<file path="src/rtl/core/srsa_pkg.sv">
// Shared types and constants of the scoped register stack allocator.
package srsa_pkg;

  localparam int MAX_REGS_DEF = 255;
  localparam int HASH_W       = 32;
  localparam int TYPE_W       = 8;
  localparam int IDX_W        = 8;
  localparam int IN_DATA_W    = 56;
  localparam int OUT_DATA_W   = 48;

  typedef enum logic [3:0] {
    CMD_PUSH_TEMP       = 4'd0,
    CMD_POP_TEMP_TO     = 4'd1,
    CMD_POP_TEMP_PAST   = 4'd2,
    CMD_PUSH_NAMED      = 4'd3,
    CMD_POP_NAMED_TO    = 4'd4,
    CMD_POP_NAMED_PAST  = 4'd5,
    CMD_LOOKUP          = 4'd6,
    CMD_CLASSIFY        = 4'd7,
    CMD_CLEAR           = 4'd8
  } cmd_t;

  typedef enum logic {
    ST_IDLE   = 1'b0,
    ST_SEARCH = 1'b1
  } state_t;

  // Search probe handed from cell to cell.
  typedef struct packed {
    logic              vld;
    logic [HASH_W-1:0] hash;
    logic              found;
    logic [IDX_W-1:0]  idx;
    logic [TYPE_W-1:0] vtype;
  } probe_t;

  // Broadcast write of a named entry.
  typedef struct packed {
    logic              en;
    logic [IDX_W-1:0]  idx;
    logic [HASH_W-1:0] hash;
    logic [TYPE_W-1:0] vtype;
  } wr_t;

endpackage

</file>
<file path="src/rtl/core/srsa_cell.sv">
// One entry of the named table: holds a hash and type, matches a passing probe.
module srsa_cell import srsa_pkg::*; #(
  parameter int CELL_IDX = 0
) (
  input  logic             clk,
  input  logic             rst_n,
  input  wr_t              wr,
  input  logic [IDX_W-1:0] limit,
  input  probe_t           probe_in,
  output probe_t           probe_out
);

  localparam logic [IDX_W-1:0] MY_IDX = IDX_W'(CELL_IDX);

  logic [HASH_W-1:0] hash_r;
  logic [TYPE_W-1:0] vtype_r;
  probe_t            probe_r;
  probe_t            probe_nxt;
  logic              hit;

  // Hold the entry; only live entries (below limit) take part in a match.
  always_ff @(posedge clk) begin
    if (wr.en && wr.idx == MY_IDX) begin
      hash_r  <= wr.hash;
      vtype_r <= wr.vtype;
    end
  end

  assign hit = probe_in.vld && !probe_in.found && (MY_IDX < limit) &&
               (hash_r == probe_in.hash);

  always_comb begin
    probe_nxt = probe_in;
    if (hit) begin
      probe_nxt.found = 1'b1;
      probe_nxt.idx   = MY_IDX;
      probe_nxt.vtype = vtype_r;
    end
  end

  // Advance the probe one cell per cycle.
  always_ff @(posedge clk) begin
    if (!rst_n) begin
      probe_r.vld <= 1'b0;
    end else begin
      probe_r.vld <= probe_nxt.vld;
    end
    probe_r.hash  <= probe_nxt.hash;
    probe_r.found <= probe_nxt.found;
    probe_r.idx   <= probe_nxt.idx;
    probe_r.vtype <= probe_nxt.vtype;
  end

  assign probe_out = probe_r;

endmodule
</file>
<file path="config.mk">
export PLATFORM = sky130hd
export DESIGN_NAME = srsa_cell
export DESIGN_NICKNAME = d
export VERILOG_FILES = /design/src/rtl/core/srsa_pkg.sv /design/src/rtl/core/srsa_cell.sv
export SDC_FILE = /design/constraint.sdc
export NUM_CORES = 1
export LEC_CHECK = 0
export CAP_MARGIN = 30
export CORE_ASPECT_RATIO = 0.6
export CORE_MARGIN = 5
export CORE_UTILIZATION = 30
export DETAILED_ROUTE_END_ITERATION = 6
export DONT_BUFFER_PORTS = 1
export GPL_ROUTABILITY_DRIVEN = 0
export PLACE_DENSITY = 0.53
export SYNTH_ARGS = -nofsm -noshare
export SYNTH_HDL_FRONTEND = slang
export SYNTH_SLANG_ARGS = --single-unit
</file>
<file path="constraint.sdc">
create_clock -name clk -period 9.3 [get_ports clk]
set_input_delay 0.93 -clock clk [delete_from_list [all_inputs] [get_ports clk]]
set_output_delay 0.93 -clock clk [all_outputs]
set_load 0.01 [all_outputs]
</file>
After elaboration in Yosys (flattened, before gate mapping)
Index checks and enable logic that the tools add are counted.

$lt $le $gt $ge: 1. Eq/ne operators: 1. Multiplexer cells: 1. Reduce and logical (&&, ||, !) cells: 6.

Operators by type and width (count): $eq A32 B32 Y1 (1); $logic_not A8 Y1 (1); $lt A1 B8 Y1 const A (1); $mux W8 (1); $logic_and A1 B1 Y1 (4); $logic_not A1 Y1 (1).

Register bits after elaboration: 90. Input bits: 109. Output and inout bits: 50. Logic and storage cells: 16.

Depth between registers and ports, before layout
Gate-level depths: netlist (run 1).

Depth after elaboration: 5. Depth in mapped cells: 6. Gate-level depth less buffers: 5.

Least setup slack after synthesis (run 1)
No wires, ideal clock.

Path kind: input -> register. Start point: input wr[42] (netlist bit). End point: register hash_r[0], enable pin. Arrival: 5.098 ns. Slack: 3.661 ns. Stages: 3. Cell sequence: nor4_1 nand3b_1 nor4_1.

Longest elaborated chain between the ends: 2.

Ends and longest elaborated chain: from (decl) (RTL line srsa_cell.sv:7) `input wr_t wr,`; $logic_not A8 Y1 (RTL line srsa_cell.sv:23) `if (wr.en && wr.idx == MY_IDX) begin`; $logic_and A1 B1 Y1 (RTL line srsa_cell.sv:23); to (signal assigned) (RTL line srsa_cell.sv:24) `hash_r <= wr.hash;`; to (decl) (RTL line srsa_cell.sv:15) `logic [HASH_W-1:0] hash_r;`.

No other way between the ends. A chain may end at the register's enable or synchronous reset.

==> impl_results.md, run 1 <==
- Multi-input logic area: about 570 µm²
- H-tree levels: 3
- Total Wirelength: 5565 µm
- Peak VDD IR: about 0.00011 V
- Synth Cell Area: 2773 µm²
- Final period utilization: 0.2470
- Setup tns final: 0 ns
- WP data required: 9.52 ns
- Total congestion overflow: 0
- Achievable frequency: between 400 and 500 MHz
- Setup Crit Path Kind: input port to flip-flop
- Clock buffer depth: 2
- Cells taking the most area after synthesis: edfxtp_1 43%, dfxtp_1 36%, xor2_1 8.5%
- Yosys top cell by area: edfxtp_1
- Worst-path clk slew: approximately 0.060 ns
- Final Slew Violations: 0
- Final HPWL DP: about 4400 µm
- First-pass detailed-route iteration total: 4
- Number of global-route vias before repair: 1449
- Number of routed nets with antenna violations: 0
- Post-CTS Repair Setup Buffers: 0
- Outcome: completed
- Chip width: approximately 130 µm
- Clock power share: 0.415
- Die height: roughly 84 µm
- Total Routing Usage GR: 0.1002
- Synthesized Nets: 268
- Crit Path Max Fanout: 17
- Final Util: 0.3527
- Register area: 2202 µm²
- Synth cell types: 18
- Reg power frac: 0.571
- Drc violations: 0
- Mean Syn Cell Area: 17.44 µm²
- Sinks on Clock Net: 90
- Post-CTS Resized: 0
- Register area share after synthesis: 0.7942
- Max-cap check violation count: 0
- Combinational share of power: 0.014
- Vias: around 1.3k
- Worst slew pin tran: 0.4653 ns
- Critical Path Start Type: input port
- Clock Latency Late Sink: 0.33 ns
- Power per cell area: 237.8 nW/µm²
- Synth warn: 0
- # rows: 27
- P&R area growth vs syn: 15.61%
- Via/cell ratio: 4.405
- Slew HR: 0.6870
- Cts hold-fix bufs: 0
- P_sw: between 0.00015 and 0.0002 W
- Pin count of the biggest net entering global routing: 24
- #FFs+latches synth: 90
- Worst Setup End Kind: flip-flop
- Initial core utilization: 0.3051
- Die area: ~11000 µm²
- Post-Syn Instances: 159
- First-pass GRT wire length: ~8000 µm
- Root buf cell: clkbuf_16
- Setup-failing EPs final: 0
- FILL cells: 868
- CTS tree: done
- Hold Crit Class: flip-flop to flip-flop
- Critical path arrival: 2.52 ns
- Port bufs: 0
- Initial antenna violation count: 1
- Cell Count, Final, Fillers Out: 294
- Placed Cells incl. Taps: around 280
- Synth top area share: 0.4332
- Sw frac: 0.1986
- Average wire per standard cell: 18.93 µm
- Cell leakage power: 1.123 nW
- Clock buffer count from CTS: 9
- Core ar.: 9087 µm²
- P_int: 0.0006109 W
- Layout cells sized above 1: 0.1469
- Fin nets: approximately 280
- RSZ-0062 raised after global routing: false
- Iteration-0 DRC Markers: 30
- Final hold viol count: 0
- Num ports: 159
- Final worst path period need: 2.297 ns
- Setup Skew: ~0.0057 ns
## through the flow
step | hold WS [ns] | power, W | setup slack, ns | cell area, µm²
5_1_grt | 0.4887 | 0.0007959 | 6.947 | 3203
3_5_place_dp | 0.4577 | 0.0004550 | 6.091 | 2928
4_1_cts | 0.4734 | 0.0007745 | 6.474 | 3192
6_report | 0.4718 | 0.0007623 | 7.003 | 3206
2_1_floorplan | 0.4321 | 0.0004514 | 3.661 | 2773
3_3_place_gp | 0.4436 | 0.0004549 | 6.176 | 2928
## registers in the layout (all words and copies together), names as in the netlist
name and count:
vtype_r 8, probe_out 50, hash_r 32
## final timing paths
check	slack [ns]	from	to	cells past startpoint
setup / recovery	7.00	probe_in[46]	probe_out[4]	6
hold reg to reg	0.47	vtype_r[6]	probe_out[6]	1
hold / removal	0.47	vtype_r[6]	probe_out[6]	1
setup reg to reg	7.22	hash_r[29]	probe_out[4]	6
## power by group through the flow
stage	combinational, W	clock [W]	sequential [W]
final	0.0000104	0.000317	0.000435
after global routing	0.0000116	0.000348	0.000436
after CTS	0.0000107	0.000328	0.000436
after detailed placement	0.0000107	0	0.000444
after global placement	0.0000104	0	0.000445
after floorplan	0.00000903	0	0.000442
## layout make-up
| class | instances | area share |
|---|---|---|
| multi-input cells | 68 | 0.1764 |
| repair buffers | 3 | 0.008197 |
| clock buffers | 11 | 0.07260 |
| diodes | 1 | 0.0007806 |
| clock inverters | 5 | 0.009758 |
| well taps | 116 | 0.04528 |
| flip-flops and latches | 90 | 0.6870 |
## worst max-delay path, stage by stage
cell	delay, ns
xor2_1	0.14
nor4_1	0.46
nand4_1	0.23
nor4_4	0.18
buf_6	0.22
mux2_2	0.35
## metal layers
layer / wire, µm / track usage
met1: 2197 / 0.1091
met2: 2419 / 0.1379
met3: 873 / 0.08862
met4: 75 / 0.04159
met5: 0 / 0
## cell usage in the layout, fill, tap and decap left out, drive strengths merged, types with 3 or more instances in the layout
master     n
mux2       8
edfxtp    40
clkinvlp   3
xor2      27
clkbuf    11
nor2b      8
dfxtp     50
buf        3
xnor2      5
nor4      11
## Yosys cell counts
| library cell | number |
|---|---|
| nand4b_1 | 1 |
| nor2b_1 | 8 |
| xnor2_1 | 5 |
| or2_2 | 1 |
| xor2_1 | 27 |
| nand2_1 | 1 |
| nor4_1 | 10 |
| mux2_1 | 1 |
| nand3_1 | 1 |
| nor4_4 | 1 |
| nor3_1 | 1 |
| edfxtp_1 | 40 |
| nand4_1 | 2 |
| buf_6 | 1 |
| and2_1 | 1 |
| dfxtp_1 | 50 |
| mux2_2 | 7 |
| nand3b_1 | 1 |
## cell families after synthesis
| kind of cell | count (synthesis) | share of synthesized area |
|---|---|---|
| flops | 90 | 0.7942 |
| simple gates | 28 | 0.06814 |
| mux | 8 | 0.03249 |
| buf+inv | 1 | 0.004061 |
| xor+xnor | 32 | 0.1011 |
No activity file was read; power rests on OpenSTA's default activity.
==> inputs of run 2 (changes only) <==
- PLACE_DENSITY: 0.53 -> 0.54
- clock period: 9.3 -> 2.1 ns (I/O delays scaled with it)
==> impl_results.md, run 2 (synthesized netlist as in run 1, its figures left out) <==
- Worst slew pin tran: 0.3655 ns (-0.09973 ns)
- Cell leakage power: 1.529 nW (+36%)
- Setup Skew: 0.006295 ns (+0.0005783 ns)
- Final HPWL DP: 4538 µm (+3.2%)
- Critical path arrival: 2.30 ns (-0.22 ns)
- P&R area growth vs syn: 49.64%
- Commonest cells after routing, fill and taps aside: 81 x dlygate4sd3_1, 50 x dfxtp_1, 40 x edfxtp_1, 27 x xor2_1, 9 x clkbuf_16
- Clock Latency Late Sink: 0.33 ns (about the same)
- Setup crit end: probe_out[0]
- Final period utilization: 0.9926
- Clock buffer count from CTS: 9 (unchanged)
- Total congestion overflow: 0 (unchanged)
- R2R cell count: 7 (+1)
- Clock power share: 0.456 (+0.041)
- First-pass detailed-route iteration total: 4 (unchanged)
- Root buf cell: clkbuf_16
- Hold Crit Class: input port to flip-flop
- Clock buffer depth: 2 (unchanged)
- Power per cell area: 932.2 nW/µm² (+290%)
- Slew HR: 0.7563 (+0.06935)
- Total Routing Usage GR: 0.1253 (+0.02514)
- Average wire per standard cell: 18.59 µm (-1.8%)
- WP data required: 2.32 ns (-7.20 ns)
- Setup-failing EPs final: 0 (unchanged)
- Die height: 84.47 µm (unchanged)
- Num ports: 159 (unchanged)
- Drc violations: 0 (unchanged)
- Fin nets: 365 (+30%)
- Worst Setup End Kind: flip-flop
- P_sw: 0.0006914 W (+360%)
- Reg-to-Reg Start: hash_r[17]
- Chip width: 134.1 µm (unchanged)
- # rows: 27 (unchanged)
- FF-to-FF End: probe_out[0]
- Final Slew Violations: 0 (unchanged)
- Vias: 1620 (+25%)
- Via/cell ratio: 4.297 (-2.4%)
- Initial core utilization: 0.3051 (unchanged)
- CP Launch Point: hash_r[17]
- Setup Crit Path Kind: flip-flop to flip-flop
- Port bufs: 0 (unchanged)
- Outcome: completed
- H-tree levels: 3 (unchanged)
- Combinational share of power: 0.045 (+0.031)
- Critical Path Start Type: flip-flop
- Number of global-route vias before repair: 1942 (+34%)
- R2R Setup Slk: 0.02 ns (-7.20 ns)
- RSZ-0062 raised after global routing: true
- CTS tree: done
- Layout cells sized above 1: 0.1149 (-0.03195)
- P_int: 0.003176 W (+420%)
- Pin count of the biggest net entering global routing: 27 (+13%)
- Diode count: 0 (-1)
- Die area: 11330 µm² (unchanged)
- Placed Area: 2987 µm² (+2.0%)
- Core ar.: 9087 µm² (unchanged)
- Total Wirelength: 7010 µm (+26%)
- Peak VDD IR: 0.0004664 V (+320%)
- Max reg flops: 50 (unchanged)
- Achievable frequency: roughly 480 MHz
- Final instance area: 4149 µm² (+29%)
- First-pass GRT wire length: 10470 µm (+30%)
- Commonest non-fill, non-tap cell in the layout: dlygate4sd3_1
- Setup tns final: 0 ns (unchanged)
- Max-cap check violation count: 0 (unchanged)
- Sinks on Clock Net: 90 (unchanged)
- Number of routed nets with antenna violations: 0 (unchanged)
- Sw frac: 0.1788 (-0.01984)
- Initial antenna violation count: 0 (-1)
- Crit Path Max Fanout: 9 (-8)
- Final worst path period need: 2.084 ns
- Iteration-0 DRC Markers: 24 (-20%)
- Final hold viol count: 0 (unchanged)
- Reg power frac: 0.499 (-0.072)
- Worst-path clk slew: 0.06 ns (about the same)
run 2: changes by cell type in the layout (fill, tap and decap cells not counted), moves of 2 or more:
cell,before,now
dlygate4sd3_1,0,81
buf_4,2,4
nor4_4,1,3
nor4_1,9,7
clkbuf_1,2,4
bufinv_16,0,3
clkinvlp_4,3,0
run 2: final cells by class:
cell class | count | area (µm²)
multi-input cells | 68 | 599.3
fillers | 795 | 4938
flip-flops and latches | 90 | 2202
clock buffers | 13 | 240.2
repair buffers | 87 | 872.1
well taps | 116 | 145.1
clock inverters | 3 | 90.09
run 2: repair_timing:
action                                  CTS  global route
hold endpoints to repair                 80             0
endpoints found under the setup margin    8            15
setup buffers                             1             0
resized for setup                         2             1
hold buffers                             81             0
run 2: worst min-delay path by stage:
| stage | from | to | cells past startpoint |
|---|---|---|---|
| 2_1_floorplan | probe_in[17] | probe_out[17] | 0 |
| 3_3_place_gp | probe_in[40] | probe_out[40] | 0 |
| 3_5_place_dp | probe_in[29] | probe_out[29] | 0 |
| 4_1_cts | probe_in[14] | probe_out[14] | 1 |
| 5_1_grt | probe_in[5] | probe_out[5] | 1 |
| 6_report | probe_in[14] | probe_out[14] | 1 |
run 2: power groups by stage:
stage | registers (W) | logic (W) | clock network, W
2_1_floorplan | 0.00196 | 0.0000411 | 0
3_3_place_gp | 0.00197 | 0.0000482 | 0
4_1_cts | 0.00193 | 0.000172 | 0.00182
5_1_grt | 0.00193 | 0.000190 | 0.00189
6_report | 0.00193 | 0.000174 | 0.00176
3_5_place_dp | 0.00197 | 0.0000487 | 0
run 2: routing by layer:
| metal | part of all wire | track usage |
|---|---|---|
| met5 | 0 | 0 |
| met2 | 0.48 | 0.2103 |
| met3 | 0.13 | 0.08144 |
| met4 | 0.013 | 0.04159 |
| met1 | 0.38 | 0.1282 |
run 2: per-stage QoR:
step | cells | worst slack [ns] | total power, W | hold WS (ns) | util
final | 377 | 0.01558 | 0.003868 | 0.01533 | 0.4566
after global routing | 377 | -0.1279 | 0.004008 | 0.002738 | 0.4566
after CTS | 377 | -0.02850 | 0.003926 | 0.0008461 | 0.4561
after detailed placement | 279 | -0.08189 | 0.002017 | 0.2378 | 0.3287
after global placement | 279 | -0.03554 | 0.002018 | 0.2378 | 0.3287
after floorplan | 159 | -0.2104 | 0.002000 | 0.2377 | -
run 2: critical path, cell delays in order (launching register included):
cell	delay [ns]
edfxtp_1	0.38
xor2_1	0.17
nor4_2	0.33
buf_4	0.16
nand4_1	0.17
nor4_4	0.24
buf_12	0.17
mux2_2	0.34
==> inputs of run 3 (changes only) <==
- CELL_PAD_IN_SITES_DETAIL_PLACEMENT: default -> 2
- CELL_PAD_IN_SITES_GLOBAL_PLACEMENT: default -> 2
- PLACE_DENSITY: 0.54 -> 0.73
==> impl_results.md, run 3 (synthesized netlist as in run 1, its figures left out) <==
- FILL cells: 827 (+4.0%)
- # rows: 27 (unchanged)
- Final HPWL DP: 4833 µm (+6.5%)
- Die area: 11330 µm² (unchanged)
- Crit Path Max Fanout: 10 (+1)
- Hold Crit Start: probe_in[9]
- Final period utilization: 0.9555 (-0.03709)
- Setup Crit Path Kind: flip-flop to flip-flop
- Initial antenna violation count: 0 (unchanged)
- Placed Cells incl. Taps: 279 (unchanged)
- Initial core utilization: 0.3051 (unchanged)
- Vias: 1638 (+1.1%)
- Hold Crit Class: input port to flip-flop
- RSZ-0062 raised after global routing: true
- Clock buffer count from CTS: 9 (unchanged)
- CP Launch Point: hash_r[29]
- Reg-to-Reg Start: hash_r[29]
- Post-CTS Repair Setup Buffers: 0 (-1)
- Worst Setup End Kind: flip-flop
- Max-cap check violation count: 0 (unchanged)
- Worst slew pin tran: 0.3892 ns (+0.02362 ns)
- Num ports: 159 (unchanged)
- DR WL met2: 4090 µm (+21%)
- Number of routed nets with antenna violations: 0 (unchanged)
- Drc violations: 0 (unchanged)
- Diode count: 0 (unchanged)
- First-pass GRT wire length: 11980 µm (+14%)
- Via/cell ratio: 4.368 (+1.7%)
- Total Wirelength: 7945 µm (+13%)
- Core ar.: 9087 µm² (unchanged)
- Top sig layer: met4
- CTS tree: done
- Power per cell area: 916.9 nW/µm² (-1.6%)
- Worst-path clk slew: 0.06 ns (about the same)
- Total Routing Usage GR: 0.1457 (+0.02036)
- Pre-CTS setup slack: -0.08241 ns (-0.0005178 ns)
- P&R area growth vs syn: 49.14%
- Peak VDD IR: 0.0004138 V (-11%)
- First-pass detailed-route iteration total: 4 (unchanged)
- Register area: 2202 µm² (unchanged)
- Met1 wire length: 2908 µm (+9.2%)
- Slew HR: 0.7382 (-0.01814)
- Cell leakage power: 1.515 nW (-0.89%)
- Final hold viol count: 0 (unchanged)
- Clock buffer depth: 2 (unchanged)
- Chip width: 134.1 µm (unchanged)
- Layout cells sized above 1: 0.1274 (+0.01247)
- Met3 routed WL: 844 µm (-4.0%)
- Final Slew Violations: 0 (unchanged)
- Port bufs: 0 (unchanged)
- Iteration-0 DRC Markers: 32 (+33%)
- Max reg flops: 50 (unchanged)
- Achievable frequency: 498.4 MHz (+3.9%)
- Outcome: completed
- Average wire per standard cell: 21.19 µm (+14%)
- Pin count of the biggest net entering global routing: 41 (+52%)
- Die height: 84.47 µm (unchanged)
- Multi-input logic area: 605.6 µm² (+1.0%)
- Setup tns final: 0 ns (unchanged)
- Critical Path Start Type: flip-flop
- Setup-failing EPs final: 0 (unchanged)
- Cell Count, Final, Fillers Out: 375 (-0.53%)
- Setup Skew: 0.007723 ns (+0.001428 ns)
- Commonest non-fill, non-tap cell in the layout: dlygate4sd3_1
- H-tree levels: 3 (unchanged)
- Final WS setup: 0.09348 ns (+0.07790 ns)
- Total congestion overflow: 0 (unchanged)
- Clock Latency Late Sink: 0.34 ns (about the same)
- Critical path arrival: 2.23 ns (-0.07 ns)
- Number of global-route vias before repair: 1987 (+2.3%)
- Fin nets: 363 (-0.55%)
- WP data required: 2.32 ns (about the same)
- Sinks on Clock Net: 90 (unchanged)
- Root buf cell: clkbuf_16
- Commonest cells after routing, fill and taps aside: 80 x dlygate4sd3_1, 50 x dfxtp_1, 40 x edfxtp_1, 27 x xor2_1, 9 x clkbuf_16
- Final worst path period need: 2.007 ns (-0.07790 ns)
-- run 3: cell count changes in the layout (fill, tap and decap cells not counted), sizes merged --
cell	change
bufinv	-1
clkinv	+4
clkinvlp	+1
dlygate4sd3	-1
buf	-1
clkbuf	-4
-- run 3: cell type report --
| class | count | share of cell area |
|---|---|---|
| clock inverter | 7 | 0.02269 |
| multi-input combinational | 68 | 0.1464 |
| sequential | 90 | 0.5325 |
| clock buffer | 9 | 0.05446 |
| timing repair buffer | 85 | 0.2088 |
| tap | 116 | 0.03510 |
-- run 3: layer usage --
metal,vias up,GRT usage
li1,755,-
met1,776,0.1536
met2,95,0.2515
met3,12,0.08084
met4,0,0.04436
met5,-,0
-- run 3: through the flow --
| step | total power, W | util | hold slack [ns] | area [µm²] |
|---|---|---|---|---|
| floorplan | 0.002000 | - | 0.2377 | 2803 |
| global placement | 0.002018 | 0.3300 | 0.2378 | 2999 |
| detailed placement | 0.002021 | 0.3300 | 0.2378 | 2999 |
| CTS | 0.003828 | 0.4524 | 0.0007015 | 4111 |
| global route | 0.003948 | 0.4550 | 0.003078 | 4135 |
| finish | 0.003792 | 0.4550 | 0.01967 | 4135 |
-- run 3: path summary, 6_finish.rpt --
kind	endpoint	slack, ns	cells after the start
min reg2reg	probe_out[2]	0.47	1
max reg2reg	probe_out[3]	0.09	7
min	probe_out[9]	0.02	1
max	probe_out[3]	0.09	7
-- run 3: repair_timing --
action,in CTS,in global routing
hold buffers,78,2
pin swaps,1,0
resized for setup,2,1
setup endpoints to repair,8,8
hold endpoints to repair,78,2
-- run 3: worst max-delay path, stage by stage, from the launching register on --
cell	delay [ns]
edfxtp_1	0.38
xor2_1	0.16
nor4_1	0.31
buf_4	0.16
nand4_1	0.15
nor4_4	0.22
buf_12	0.17
mux2_2	0.33
-- run 3: power breakdown --
group | switching, W | internal (W) | total (W) | leakage (nW)
Combinational | 0.0000455 | 0.000131 | 0.000177 | 0.581
Clock | 0.000644 | 0.00104 | 0.00168 | 0.153
Sequential | 0.0000515 | 0.00188 | 0.00193 | 0.781
